[src/rtl/ifhg_pkg.sv]
// Shared types, constants and helper functions of the IPv4 fragment header generator.
// Used by the register write interface and by every module of the block; depends on nothing.
package ifhg_pkg;

	localparam int ACC_W      = 20;
	localparam int CFG_IDX_W  = 2;
	localparam int CFG_DATA_W = 32;
	localparam int MTU_W      = 14;

	localparam logic [15:0]      MAX_PAYLOAD = 16'd65515;
	localparam logic [MTU_W-1:0] MTU_MIN     = 14'd1048;
	localparam logic [MTU_W-1:0] MTU_MAX     = 14'd9000;
	localparam logic [MTU_W-1:0] HDR_LEN     = 14'd20;
	localparam logic [15:0]      VER_IHL_TOS = 16'h4500;
	localparam logic [7:0]       TTL_DEFAULT = 8'd64;

	localparam logic [1:0] ST_OK      = 2'd0;
	localparam logic [1:0] ST_TOO_BIG = 2'd1;
	localparam logic [1:0] ST_EMPTY   = 2'd2;

	localparam logic [CFG_IDX_W-1:0] REG_SOURCE_IP   = 2'd0;
	localparam logic [CFG_IDX_W-1:0] REG_SUBNET_MASK = 2'd1;
	localparam logic [CFG_IDX_W-1:0] REG_GATEWAY_IP  = 2'd2;
	localparam logic [CFG_IDX_W-1:0] REG_LINK_MTU    = 2'd3;

	typedef struct packed {
		logic [31:0] dest_ip;
		logic [7:0]  upper_protocol;
		logic [15:0] payload_length;
		logic        dont_fragment;
	} in_item_t;

	typedef struct packed {
		logic [1:0]  status;
		logic [31:0] next_hop_ip;
		logic [13:0] total_length;
		logic [15:0] identification;
		logic [15:0] flags_offset;
		logic [15:0] header_checksum;
		logic [15:0] payload_start;
		logic        last;
	} out_item_t;

	typedef struct packed {
		logic [31:0]      source_ip;
		logic [31:0]      subnet_mask;
		logic [31:0]      gateway_ip;
		logic [MTU_W-1:0] link_mtu;
	} cfg_regs_t;

	typedef struct packed {
		logic busy;
		logic load;
		logic id_adv;
	} seq_stat_t;

	typedef enum logic [2:0] {
		S_IDLE,
		S_SUM_SRC,
		S_SUM_DST,
		S_SINGLE,
		S_CALC,
		S_EMIT
	} seq_state_t;

	function automatic logic [MTU_W-1:0] clamp_mtu(input logic [MTU_W-1:0] mtu);
		logic [MTU_W-1:0] m;
		m = mtu;
		if (m < MTU_MIN) m = MTU_MIN;
		if (m > MTU_MAX) m = MTU_MAX;
		return m;
	endfunction

	// Fragment payload size: room after the header, rounded down to 8 bytes.
	function automatic logic [MTU_W-1:0] frag_size(input logic [MTU_W-1:0] mtu);
		logic [MTU_W-1:0] d;
		d = clamp_mtu(mtu) - HDR_LEN;
		return {d[MTU_W-1:3], 3'b000};
	endfunction

	// End-around carry fold of the header sum, then one's complement.
	function automatic logic [15:0] csum_fold(input logic [ACC_W-1:0] s);
		logic [16:0] f1;
		logic [16:0] f2;
		f1 = 17'(s[15:0]) + 17'(s[ACC_W-1:16]);
		f2 = 17'(f1[15:0]) + 17'(f1[16]);
		return ~f2[15:0];
	endfunction

endpackage

[src/rtl/ifhg_stream_if.sv]
// Valid/ready stream channel with a typed payload.
// Depends on nothing; the payload types come from ifhg_pkg at the instance.
interface ifhg_stream_if #(parameter type T = logic) ();
	logic valid;
	logic ready;
	T     data;

	modport source(output valid, output data, input ready);
	modport sink(input valid, input data, output ready);
endinterface

[src/rtl/ifhg_cfg_if.sv]
// Register write channel: valid/ready with a register index and write data.
// Depends on ifhg_pkg for the index and data widths.
interface ifhg_cfg_if import ifhg_pkg::*; ();
	logic                  valid;
	logic                  ready;
	logic [CFG_IDX_W-1:0]  index;
	logic [CFG_DATA_W-1:0] data;

	modport source(output valid, output index, output data, input ready);
	modport sink(input valid, input index, input data, output ready);
endinterface

[src/rtl/ifhg_csum_unit.sv]
// Shared three-operand adder used for every header sum step, plus the checksum fold.
// Depends on ifhg_pkg.
module ifhg_csum_unit import ifhg_pkg::*; (
	input  logic [ACC_W-1:0] acc_in,
	input  logic [15:0]      op_a,
	input  logic [15:0]      op_b,
	output logic [ACC_W-1:0] sum_out,
	output logic [15:0]      csum_out
);

	assign sum_out  = acc_in + ACC_W'(op_a) + ACC_W'(op_b);
	assign csum_out = csum_fold(acc_in);

endmodule

[src/rtl/ifhg_seq.sv]
// Sequencer and datapath: header sum setup, error checks and the fragment walk.
// Depends on ifhg_pkg and ifhg_csum_unit.
module ifhg_seq import ifhg_pkg::*; #(
	parameter int MAX_FRAGMENTS = 64
) (
	input  logic      clk,
	input  logic      arst_n,
	input  logic      in_fire,
	input  in_item_t  in_item,
	input  cfg_regs_t cfg,
	input  logic      out_free,
	output out_item_t out_item,
	output seq_stat_t stat
);

	localparam int LIM_W = 16 + $clog2(MAX_FRAGMENTS + 1);

	seq_state_t state_q, state_d;

	logic [31:0]      dest_q;
	logic [15:0]      len_q;
	logic             df_q;
	logic [31:0]      hop_q;
	logic [MTU_W-1:0] psize_q;
	logic [LIM_W-1:0] limit_q;
	logic [ACC_W-1:0] acc_q;
	logic [ACC_W-1:0] sum_q;
	logic             err_q;
	logic [15:0]      start_q;
	logic [15:0]      rem_q;
	logic [13:0]      tl_q;
	logic [15:0]      fo_q;
	logic             last_q;
	logic [15:0]      next_id_q;

	logic [ACC_W-1:0] acc_in;
	logic [15:0]      op_a;
	logic [15:0]      op_b;
	logic [ACC_W-1:0] sum_out;
	logic [15:0]      csum_out;

	logic [31:0] hop_c;
	logic        err_c;
	logic        last_c;
	logic [13:0] tl_c;
	logic [15:0] fo_c;

	ifhg_csum_unit u_csum (
		.acc_in   (acc_in),
		.op_a     (op_a),
		.op_b     (op_b),
		.sum_out  (sum_out),
		.csum_out (csum_out)
	);

	assign hop_c = (((cfg.source_ip ^ in_item.dest_ip) & cfg.subnet_mask) == 32'd0) ?
		in_item.dest_ip : cfg.gateway_ip;

	assign err_c = (len_q > MAX_PAYLOAD) || (df_q && (len_q > 16'(psize_q))) ||
		(LIM_W'(len_q) > limit_q);

	assign last_c = rem_q <= 16'(psize_q);
	assign tl_c   = last_c ? (rem_q[13:0] + HDR_LEN) : (psize_q + HDR_LEN);
	assign fo_c   = {1'b0, df_q & last_c, ~last_c, start_q[15:3]};

	// Operand selection for the shared adder.
	always_comb begin
		unique case (state_q)
			S_IDLE: begin
				acc_in = ACC_W'(VER_IHL_TOS);
				op_a   = {TTL_DEFAULT, in_item.upper_protocol};
				op_b   = next_id_q;
			end
			S_SUM_SRC: begin
				acc_in = acc_q;
				op_a   = cfg.source_ip[31:16];
				op_b   = cfg.source_ip[15:0];
			end
			S_SUM_DST: begin
				acc_in = acc_q;
				op_a   = dest_q[31:16];
				op_b   = dest_q[15:0];
			end
			S_CALC: begin
				acc_in = acc_q;
				op_a   = 16'(tl_c);
				op_b   = fo_c;
			end
			default: begin
				acc_in = sum_q;
				op_a   = 16'd0;
				op_b   = 16'd0;
			end
		endcase
	end

	always_comb begin
		state_d = state_q;
		unique case (state_q)
			S_IDLE: begin
				if (in_fire) state_d = S_SUM_SRC;
			end
			S_SUM_SRC: state_d = S_SUM_DST;
			S_SUM_DST: begin
				if (err_c || (len_q == 16'd0)) state_d = S_SINGLE;
				else state_d = S_CALC;
			end
			S_SINGLE: begin
				if (out_free) state_d = S_IDLE;
			end
			S_CALC: state_d = S_EMIT;
			S_EMIT: begin
				if (out_free) state_d = last_q ? S_IDLE : S_CALC;
			end
			default: state_d = S_IDLE;
		endcase
	end

	always_comb begin
		stat.busy   = state_q != S_IDLE;
		stat.load   = 1'b0;
		stat.id_adv = 1'b0;
		out_item.status          = ST_OK;
		out_item.next_hop_ip     = hop_q;
		out_item.total_length    = 14'd0;
		out_item.identification  = next_id_q;
		out_item.flags_offset    = 16'd0;
		out_item.header_checksum = 16'd0;
		out_item.payload_start   = 16'd0;
		out_item.last            = 1'b1;
		unique case (state_q)
			S_SINGLE: begin
				stat.load       = out_free;
				stat.id_adv     = out_free && !err_q;
				out_item.status = err_q ? ST_TOO_BIG : ST_EMPTY;
			end
			S_EMIT: begin
				stat.load                = out_free;
				stat.id_adv              = out_free && last_q;
				out_item.total_length    = tl_q;
				out_item.flags_offset    = fo_q;
				out_item.header_checksum = csum_out;
				out_item.payload_start   = start_q;
				out_item.last            = last_q;
			end
			default: begin
			end
		endcase
	end

	always_ff @(posedge clk or negedge arst_n) begin
		if (!arst_n) begin
			state_q   <= S_IDLE;
			next_id_q <= 16'd0;
		end else begin
			state_q <= state_d;
			if (stat.id_adv) next_id_q <= next_id_q + 16'd1;
		end
	end

	always_ff @(posedge clk) begin
		unique case (state_q)
			S_IDLE: begin
				if (in_fire) begin
					dest_q  <= in_item.dest_ip;
					len_q   <= in_item.payload_length;
					df_q    <= in_item.dont_fragment;
					hop_q   <= hop_c;
					psize_q <= frag_size(cfg.link_mtu);
					acc_q   <= sum_out;
				end
			end
			S_SUM_SRC: begin
				acc_q   <= sum_out;
				limit_q <= LIM_W'(MAX_FRAGMENTS) * LIM_W'(psize_q);
			end
			S_SUM_DST: begin
				acc_q   <= sum_out;
				err_q   <= err_c;
				start_q <= 16'd0;
				rem_q   <= len_q;
			end
			S_CALC: begin
				sum_q  <= sum_out;
				tl_q   <= tl_c;
				fo_q   <= fo_c;
				last_q <= last_c;
			end
			S_EMIT: begin
				if (out_free) begin
					start_q <= start_q + 16'(psize_q);
					rem_q   <= rem_q - 16'(psize_q);
				end
			end
			default: begin
			end
		endcase
	end

endmodule

[src/rtl/ipv4_fragment_header_generator_top.sv]
// IPv4 fragment header generator, top level. An accepted request runs the sequencer through
// S_SUM_SRC and S_SUM_DST, then S_SINGLE for a single status result, or S_CALC and S_EMIT
// for each fragment; each result is loaded into the output register, and the block takes no
// new request until its last result is loaded. Reset clears the identification counter,
// empties the output register and loads the configuration defaults.
// Depends on ifhg_pkg, both interfaces, ifhg_seq and ifhg_csum_unit.
module ipv4_fragment_header_generator_top import ifhg_pkg::*; #(
	parameter int MAX_FRAGMENTS = 64
) (
	input logic         clk,
	input logic         arst_n,
	ifhg_stream_if.sink   seg_in,
	ifhg_stream_if.source frag_out,
	ifhg_cfg_if.sink      cfg
);

	// Configuration registers. Writes are always taken; the sequencer reads them live, safe
	// only if the user's software only writes while the block is idle; the block does not enforce it.
	cfg_regs_t cfg_q;

	// Output register holding one finished result until the sink takes it.
	logic      out_valid_q;
	out_item_t out_q;

	seq_stat_t stat;
	out_item_t seq_item;
	logic      in_fire;
	logic      out_free;

	assign cfg.ready = 1'b1;

	always_ff @(posedge clk or negedge arst_n) begin
		if (!arst_n) begin
			cfg_q.source_ip   <= 32'd0;
			cfg_q.subnet_mask <= 32'hFFFF_FF00;
			cfg_q.gateway_ip  <= 32'd0;
			cfg_q.link_mtu    <= 14'd1500;
		end else if (cfg.valid) begin
			unique case (cfg.index)
				REG_SOURCE_IP:   cfg_q.source_ip   <= cfg.data;
				REG_SUBNET_MASK: cfg_q.subnet_mask <= cfg.data;
				REG_GATEWAY_IP:  cfg_q.gateway_ip  <= cfg.data;
				REG_LINK_MTU:    cfg_q.link_mtu    <= cfg.data[MTU_W-1:0];
				default: begin
				end
			endcase
		end
	end

	// A new request is taken only when the sequencer is idle; a result that is
	// still waiting in the output register does not hold it back.
	assign seg_in.ready = !stat.busy;
	assign in_fire      = seg_in.valid && !stat.busy;

	// The sequencer may load a new result when the register is empty or is
	// being emptied in this cycle.
	assign out_free = !out_valid_q || frag_out.ready;

	ifhg_seq #(
		.MAX_FRAGMENTS (MAX_FRAGMENTS)
	) u_seq (
		.clk      (clk),
		.arst_n   (arst_n),
		.in_fire  (in_fire),
		.in_item  (seg_in.data),
		.cfg      (cfg_q),
		.out_free (out_free),
		.out_item (seq_item),
		.stat     (stat)
	);

	always_ff @(posedge clk or negedge arst_n) begin
		if (!arst_n) begin
			out_valid_q <= 1'b0;
		end else if (stat.load) begin
			out_valid_q <= 1'b1;
		end else if (frag_out.ready) begin
			out_valid_q <= 1'b0;
		end
	end

	always_ff @(posedge clk) begin
		if (stat.load) out_q <= seq_item;
	end

	assign frag_out.valid = out_valid_q;
	assign frag_out.data  = out_q;

	// A load must never overwrite a result that the sink has not taken.
	a_no_overwrite: assert property (@(posedge clk) disable iff (!arst_n)
		stat.load |-> (!out_valid_q || frag_out.ready))
		else $error("result register overwritten while still pending");

	// Error and empty-payload results always close their request.
	a_status_last: assert property (@(posedge clk) disable iff (!arst_n)
		(out_valid_q && (out_q.status != ST_OK)) |-> out_q.last)
		else $error("status result without last");

	// A real fragment carries a header plus payload and fits the link.
	a_frag_length: assert property (@(posedge clk) disable iff (!arst_n)
		(out_valid_q && (out_q.status == ST_OK)) |->
		((out_q.total_length > HDR_LEN) && (out_q.total_length <= clamp_mtu(cfg_q.link_mtu))))
		else $error("fragment length out of range");

	// An accepted request keeps the sequencer busy on the next cycle.
	a_busy_after_accept: assert property (@(posedge clk) disable iff (!arst_n)
		in_fire |=> stat.busy)
		else $error("sequencer not busy after accepting a request");

endmodule
[src/flat_wrapper.sv]
// flat-port wrapper written by rule: the top's interface ports become plain ports
module ipv4_fragment_header_generator_top_flat import ifhg_pkg::*;
#(
	parameter int MAX_FRAGMENTS = 64
)
  (clk, arst_n, seg_in_valid, seg_in_data, seg_in_ready, frag_out_valid, frag_out_data, frag_out_ready, cfg_valid, cfg_index, cfg_data, cfg_ready);
  ifhg_stream_if seg_in_i ();
  ifhg_stream_if frag_out_i ();
  ifhg_cfg_if cfg_i ();
  input logic clk;
  input logic arst_n;
  input wire logic [$bits(seg_in_i.valid)-1:0] seg_in_valid;
  input wire logic [$bits(seg_in_i.data)-1:0] seg_in_data;
  output wire logic [$bits(seg_in_i.ready)-1:0] seg_in_ready;
  output wire logic [$bits(frag_out_i.valid)-1:0] frag_out_valid;
  output wire logic [$bits(frag_out_i.data)-1:0] frag_out_data;
  input wire logic [$bits(frag_out_i.ready)-1:0] frag_out_ready;
  input wire logic [$bits(cfg_i.valid)-1:0] cfg_valid;
  input wire logic [$bits(cfg_i.index)-1:0] cfg_index;
  input wire logic [$bits(cfg_i.data)-1:0] cfg_data;
  output wire logic [$bits(cfg_i.ready)-1:0] cfg_ready;
  assign seg_in_i.valid = seg_in_valid;
  assign seg_in_i.data = seg_in_data;
  assign seg_in_ready = seg_in_i.ready;
  assign frag_out_valid = frag_out_i.valid;
  assign frag_out_data = frag_out_i.data;
  assign frag_out_i.ready = frag_out_ready;
  assign cfg_i.valid = cfg_valid;
  assign cfg_i.index = cfg_index;
  assign cfg_i.data = cfg_data;
  assign cfg_ready = cfg_i.ready;
  ipv4_fragment_header_generator_top #(.MAX_FRAGMENTS(MAX_FRAGMENTS)) u_core (.clk(clk), .arst_n(arst_n), .seg_in(seg_in_i), .frag_out(frag_out_i), .cfg(cfg_i));
endmodule
[config.mk]
export PLATFORM = sky130hd
export DESIGN_NAME = ipv4_fragment_header_generator_top_flat
export DESIGN_NICKNAME = d
export VERILOG_FILES = /design/src/rtl/ifhg_pkg.sv /design/src/rtl/ifhg_stream_if.sv /design/src/rtl/ifhg_cfg_if.sv /design/src/rtl/ifhg_csum_unit.sv /design/src/rtl/ifhg_seq.sv /design/src/rtl/ipv4_fragment_header_generator_top.sv /design/src/flat_wrapper.sv
export SDC_FILE = /design/constraint.sdc
export NUM_CORES = 1
export LEC_CHECK = 0
export ABC_AREA = 1
export BUFFER_PORTS_ARGS = -buffer_cell sky130_fd_sc_hd__buf_2
export CORE_AREA = 2 2 80 82
export DETAILED_ROUTE_END_ITERATION = 6
export DIE_AREA = 0 0 82 84
export PLACE_DENSITY_LB_ADDON = 0.15
export SLEW_MARGIN = 15
export SYNTH_ARGS = -nofsm -noshare
export SYNTH_HDL_FRONTEND = slang
export SYNTH_SLANG_ARGS = --single-unit
[constraint.sdc]
create_clock -name clk -period 5.1 [get_ports clk]
set_input_delay 1.53 -clock clk [delete_from_list [all_inputs] [get_ports clk]]
set_output_delay 1.53 -clock clk [all_outputs]
set_load 0.02 [all_outputs]
==> results.tsv, run 1 <==
stage	metric	value	unit
status	outcome	complete, no violations	
global_route	first-pass GRT wire length	8.51	mm
layout	share of cells above drive strength 1	16.6	%
place	DP HPWL	3.66	mm
setup_path	CP arrival	1.22	ns
layout	non-filler instance count after layout	414	
detailed_routing	total routed wirelength	4.83	mm
synth	register area share after synthesis	47.1	%
clock_tree	Max Root-Sink Buffers	2	
detailed_routing	Via density	4.78	
setup_path	CP max stage cell	dfrtp_1	
place	# placed instances	406	
setup_path	reg2reg end	u_core.u_seq.rem_q[15]	
setup_path	CP Cell Sequence	nor2_1 > inv_1 > nor2_1 > buf_2	
synth	area share of the largest cell type after synthesis	29.7	%
setup_path	Setup crit end	seg_in_ready	
synth	Ys Warns	0	
timing	Worst-Margin Slew	0.808	ns
timing	Tcrit/Tclk final	54.0	%
synth	#FFs+latches synth	44	
synth	post-synthesis instance total	309	
setup_path	CP Capture Type	output pin	
timing	endpoints failing setup	0	
power	Max IR drop VDD	160	uV
place	GP Congestion	0.844	
detailed_routing	Via Count	1980	
timing	Fin Setup TNS	0	ns
detailed_routing	Remaining DRCs	0	
synth	Compound-Gate Fraction of Synth Area	13.7	%
clock_tree	# hold bufs at CTS	0	
clock_tree	post-cts sizing count	0	
setup_path	reg2reg path depth	12	
global_route	largest net degree at the start of global routing	24	
clock_tree	Clock Latency Late Sink	0.29	ns
run	Max-cap violations	0	
clock_tree	Clock transition at path regs	0.08	ns
timing	final worst slack	2.35	ns
synth	area leader, netlist	edfxtp_1	
floorplan	row cnt	29	
synth	Synth cell types	37	
clock_tree	CTS tree	done	
timing	clock period minus worst slack	2.75	ns
synth	mux contribution to synthesized area	2.14	%
worst_hold_path	HP Class	flip-flop to flip-flop	
power	P_leak	1.37	nW
global_route	gr ovfl total	0	
layout	nets@finish	389	
detailed_routing	Wirelength per Cell	11.7	um
timing	endpoints failing hold	0	
timing	FMAX	0.363	GHz
layout	Fill cells	596	
timing	Max Slew Vio Count	0	
clock_tree	Post-CTS Repair Setup Buffers	0	
floorplan	total I/O pin count	44	
floorplan	Die Y-Extent	84	um
synth	net count after synthesis	362	
clock_tree	clk sinks	44	
layout	Area Overhead vs Synth	10.6	%
global_route	initial antenna violation count	0	
synth	top post-synthesis cells by area	edfxtp_1 30%, dfrtp_1 10%, inv_1 7.3%	
detailed_routing	DRT antenna net count	0	
place	I/O Buffers	23	
timing	final setup skew	0.0100	ns
setup_path	start of the worst register-to-register path	u_core.u_seq.psize_q[3]	
timing	RSZ-0062 raised after global routing	false	
layout	antenna cells	0	
setup_path	Critical Setup Path Class	flip-flop to output pin	
detailed_routing	First-pass DRT Iterations	4	
timing	max_slew headroom	46.0	%
synth	Simple-Gate Fraction of Synth Area	20.4	%
place	Place WS	2.31	ns
global_route	vias in the first global route	1936	
floorplan	core area	6100	um2
setup_path	Startpoint Class	flip-flop	
setup_path	reg-to-reg setup timing slack	2.41	ns
synth	synthesized area	2630	um2
setup_path	Worst EP required	3.57	ns
global_route	Global Route Usage Sum	15.8	%
clock_tree	Clock Tree Root	clkbuf_8	
clock_tree	total CTS buffers	5	
power	P per Cell Area	421	nW/um2
floorplan	die width	82	um
setup_path	Crit Path Max Fanout	5	
synth	largest family of logic cells by synthesized area	simple AND/OR/NAND/NOR gates	
setup_path	CP Launch Point	u_core.u_seq.state_q[0]	
floorplan	die area	6890	um2
clock_tree	H-tree depth	2	
setup_path	most used cell, CP	nor2_1	
floorplan	Initial Util	43.2	%
synth	xor/xnor share of the synthesized area	1.33	%
detailed_routing	Initial DRC Count	83	
setup_path	CP peak stage delay	0.43	ns
synth	Post-Synth Adder-Cell Area	6.47	%
synth	Avg Cell Area, Syn	8.52	um2
synthesized netlist by cell type:
library cell  count
or2_2             2
nand2_1          51
nor3_2            1
nand3b_1          3
nor3_1            2
nor2_1           35
mux2_2            5
dfstp_2           7
fa_1              1
nand4_1           5
buf_6             1
o21bai_1          2
a21boi_0          1
clkinv_1          1
nor2_2            3
a22oi_1           1
o21ai_0          21
ha_1             12
inv_1            51
dfrtp_1          11
o21a_1            2
nor4_1            1
a31oi_1           2
o311ai_4          1
a21boi_1          1
edfxtp_1         26
a21oi_1          30
clkbuf_1          3
nand3_1          13
buf_4             1
conb_1            1
inv_2             1
nand2_4           1
a21o_1            1
nand2_2           4
xor2_1            4
a211oi_1          1
where the power goes:
part           total, mW  internal [mW]  switching (mW)
registers          0.546          0.496          0.0499
clock network      0.213         0.0963           0.116
logic              0.466          0.162           0.303
registers in the layout, indices dropped and copies added (netlist names):
signal and flops:
u_core.u_seq.state_q 3, u_core.u_seq.rem_q 13, u_core.u_seq.last_q 1, u_core.u_seq.psize_q 11, u_core.cfg_q 14, u_core.frag_out.valid 1, u_core.frag_out.data 1
metrics by stage:
step	hold slack (ns)	area, um2	power, mW	utilization [%]
final	0.501	2910	1.22	47.7
after global routing	0.519	2910	1.34	47.7
after CTS	0.505	2910	1.24	47.7
after detailed placement	0.483	2830	1.02	46.4
after global placement	0.483	2830	1.01	46.4
after floorplan	0.431	2630	0.902	-
cells in the final DEF (no fill, tap or decap), types with 2 or more instances in the layout:
cell type	Yosys	layout
inv_1	51	51
nand2_1	51	51
nor2_1	35	35
a21oi_1	30	30
edfxtp_1	26	26
buf_2	0	23
o21ai_0	21	20
nand3_1	13	13
ha_1	12	12
dfrtp_1	11	11
dfstp_2	7	7
nand4_1	5	5
mux2_2	5	5
clkbuf_8	0	5
nand2_2	4	4
xor2_1	4	4
nor2_2	3	3
nand3b_1	3	3
o21bai_1	2	2
nor3_1	2	2
or2_2	2	2
a31oi_1	2	2
o21a_1	2	2
clkbuf_1	3	2
buf_4	1	2
per-layer routing:
metal  GRT usage [%]  part of all wire (%)
met4            5.91                   2.2
met2            25.5                    47
met1            20.5                    48
met5               0                     0
met3            3.57                   3.3
worst min path at each step:
| stage | cells after the start | slack [ns] | end | startpoint |
|---|---|---|---|---|
| finish | 1 | 0.50 | u_core.u_seq.state_q[2] | u_core.u_seq.last_q |
| global route | 1 | 0.52 | u_core.u_seq.state_q[2] | u_core.u_seq.last_q |
| CTS | 1 | 0.51 | u_core.u_seq.state_q[2] | u_core.u_seq.last_q |
| detailed placement | 1 | 0.48 | u_core.u_seq.state_q[2] | u_core.u_seq.last_q |
| global placement | 1 | 0.48 | u_core.u_seq.state_q[2] | u_core.u_seq.last_q |
| floorplan | 1 | 0.43 | u_core.u_seq.state_q[2] | u_core.u_seq.last_q |
layout make-up:
cell class	count	area [um2]	share of cell area, %
repair buffers	25	130	4.47
multi-input cells	207	1160	40.0
clock buffers	7	76.3	2.62
clock inverters	1	5.00	0.172
well taps	77	96.3	3.31
inverters	53	199	6.84
flip-flops and latches	44	1240	42.6
critical path, delay by kind of cell, from the launching register on:
kind / cells / cell delay, ns
buffers and inverters: 2 / 0.25
DFF: 1 / 0.43
and+or+nand+nor: 2 / 0.25
cells by family after synthesis:
group	Yosys count
XOR/XNOR	4
multiplexers	5
AND/OR/NAND/NOR	121
buffers and inverters	58
AO/OA/AOI/OAI	63
adder cells (fa/ha/maj)	13
other	1
flip-flops	44
(Power assumes the default switching activity.)
==> run 2, diff against run 1 <==
==> constraint.sdc (replaced) <==
create_clock -name clk -period 2.55 [get_ports clk]
set_input_delay 0.765 -clock clk [delete_from_list [all_inputs] [get_ports clk]]
set_output_delay 0.765 -clock clk [all_outputs]
set_load 0.02 [all_outputs]
==> run 2 against run 1 <==
Net effect: clock-buffer cell count down 1; register-to-register slack worse by 2.2 ns; wire length grew 4.3%; critical path depth rose by 7; clock skew down 0.0036 ns; via count is 0.91% higher; die area stayed put; power increased by 110%; critical path type is now flip-flop to flip-flop.
==> results.tsv, run 2 (synthesized netlist as in run 1, its figures left out) <==
stage	metric	value	unit	change
timing	Tcrit/Tclk final	92.0	%	
layout	antenna cells	0		unchanged
timing	RSZ-0062 raised after global routing	false		
setup_path	CP Capture Type	flip-flop		
place	DP HPWL	3.85	mm	+5.2%
setup_path	reg-to-reg setup timing slack	0.20	ns	-2.21 ns
detailed_routing	First-pass DRT Iterations	4		unchanged
layout	nets@finish	396		+1.8%
global_route	first-pass GRT wire length	8.58	mm	+0.73%
setup_path	Startpoint Class	flip-flop		
detailed_routing	Remaining DRCs	0		unchanged
floorplan	die area	6890	um2	unchanged
floorplan	total I/O pin count	44		unchanged
timing	endpoints failing setup	0		unchanged
floorplan	row cnt	29		unchanged
worst_hold_path	HP Class	primary input to asynchronous set/reset pin		
timing	clock period minus worst slack	2.35	ns	
floorplan	Initial Util	43.2	%	unchanged
clock_tree	clk sinks	44		unchanged
global_route	gr ovfl total	0		unchanged
clock_tree	CTS tree	done		
place	I/O Buffers	23		unchanged
clock_tree	Post-CTS Repair Setup Buffers	0		unchanged
setup_path	CP max stage cell	fa_1		
floorplan	die width	82	um	unchanged
clock_tree	# hold bufs at CTS	0		unchanged
timing	endpoints failing hold	0		unchanged
detailed_routing	Via Count	1998		+0.91%
detailed_routing	DRT antenna net count	0		unchanged
clock_tree	Clock Latency Late Sink	0.30	ns	about the same
power	Max IR drop VDD	331	uV	+110%
layout	most frequent cells in the layout	51 x inv_1, 51 x nand2_1, 35 x nor2_1, 30 x a21oi_1, 26 x edfxtp_1		
layout	Fill cells	615		+3.2%
detailed_routing	total routed wirelength	5.04	mm	+4.3%
layout	Largest regs	u_core.cfg_q x14, u_core.u_seq.rem_q x13, u_core.u_seq.psize_q x11		
place	GP Congestion	0.871		+3.2%
timing	max_slew headroom	65.5	%	+20 points
layout	Final Cell Area	3000	um2	+3.0%
clock_tree	H-tree depth	2		unchanged
power	P_leak	1.41	nW	+3.3%
run	Max-cap violations	0		unchanged
power	total power	2.60	mW	+110%
setup_path	Crit Path Max Fanout	3		-2
timing	Fin Setup TNS	0	ns	unchanged
timing	Worst Hold Slack	0.369	ns	-0.133 ns
detailed_routing	Initial DRC Count	62		-25%
setup_path	Stages on worst setup path	11		+7
timing	FMAX	0.426	GHz	
setup_path	CP Cell Sequence	ha_2 > fa_1 > inv_1 > nand3_1 > nand2_1 > a31oi_1 > o21ai_1 > a21boi_1 > buf_4 > o21ai_0 > a21oi_1		
timing	Worst-Margin Slew	0.516	ns	-0.292 ns
layout	multi-input logic area	1170	um2	+0.43%
layout	Largest register FFs	14		unchanged
timing	Max Slew Vio Count	0		unchanged
clock_tree	Clock Tree Root	clkbuf_8		
layout	storage element area	1240	um2	unchanged
status	outcome	complete, no violations		
layout	share of cells above drive strength 1	19.5	%	+2.9 points
setup_path	Worst EP required	2.60	ns	-0.97 ns
detailed_routing	Wirelength per Cell	12.0	um	+2.6%
global_route	initial antenna violation count	0		unchanged
global_route	largest net degree at the start of global routing	19		-21%
setup_path	Buf/Inv on CP	2		unchanged
layout	Area Overhead vs Synth	13.9	%	
global_route	vias in the first global route	1997		+3.2%
setup_path	CP delay by family, top	adder cells		
clock_tree	Max Root-Sink Buffers	2		unchanged
setup_path	CP arrival	2.40	ns	+1.18 ns
detailed_routing	Via density	4.75		-0.77%
power	P per Cell Area	868	nW/um2	+110%
clock_tree	Clock transition at path regs	0.09	ns	about the same
clock_tree	total CTS buffers	5		unchanged
floorplan	Die Y-Extent	84	um	unchanged
setup_path	Critical Setup Path Class	flip-flop to flip-flop		
setup_path	CP peak stage delay	0.44	ns	about the same
clock_tree	post-cts sizing count	0		unchanged
layout	Largest Register	u_core.cfg_q		
global_route	Global Route Usage Sum	16.2	%	+0.33 points
timing	final setup skew	0.00640	ns	-0.00360 ns
setup_path	reg2reg path depth	11		-1
place	placed instance area	2880	um2	+1.9%
floorplan	core area	6100	um2	unchanged
[run 2: stage by stage]
step	utilization (%)	setup WS, ns	std cells
4_1_cts	49.1	0.00587	421
3_3_place_gp	47.2	0.0837	413
6_report	49.2	0.204	421
2_1_floorplan	-	0.241	309
3_5_place_dp	47.2	0.0456	413
5_1_grt	49.2	0.0111	421
[run 2: report_power, final]
part,switching (mW),total (mW),internal [mW]
Combinational,0.628,1.00,0.375
Sequential,0.0933,1.08,0.992
Clock,0.259,0.514,0.256
Total,0.980,2.60,1.62
[run 2: path summary, 6_finish.rpt]
kind,from,to
min reg2reg,u_core.u_seq.last_q,u_core.u_seq.state_q[2]
max in group asynchronous,arst_n,u_core.cfg_q[10]
max,u_core.u_seq.psize_q[3],u_core.u_seq.rem_q[13]
max reg2reg,u_core.u_seq.psize_q[3],u_core.u_seq.rem_q[13]
min in group clk,u_core.u_seq.last_q,u_core.u_seq.state_q[2]
min,arst_n,u_core.cfg_q[13]
[run 2: metal layers]
metal  routed length [um]  up-vias  global-route usage, %
li1                     -     1086                      -
met1                 2290      878                   19.2
met2                 2530       27                   27.9
met3                  138        7                   3.57
met4                   78        0                   5.91
met5                    0        -                      0
[run 2: cell type report]
| type | count | share of cell area (%) |
|---|---|---|
| sequential | 44 | 41.4 |
| multi-input combinational | 207 | 39.0 |
| inverter | 53 | 6.64 |
| timing repair buffer | 32 | 6.10 |
| tap | 77 | 3.22 |
| clock buffer | 6 | 3.13 |
| clock inverter | 2 | 0.585 |
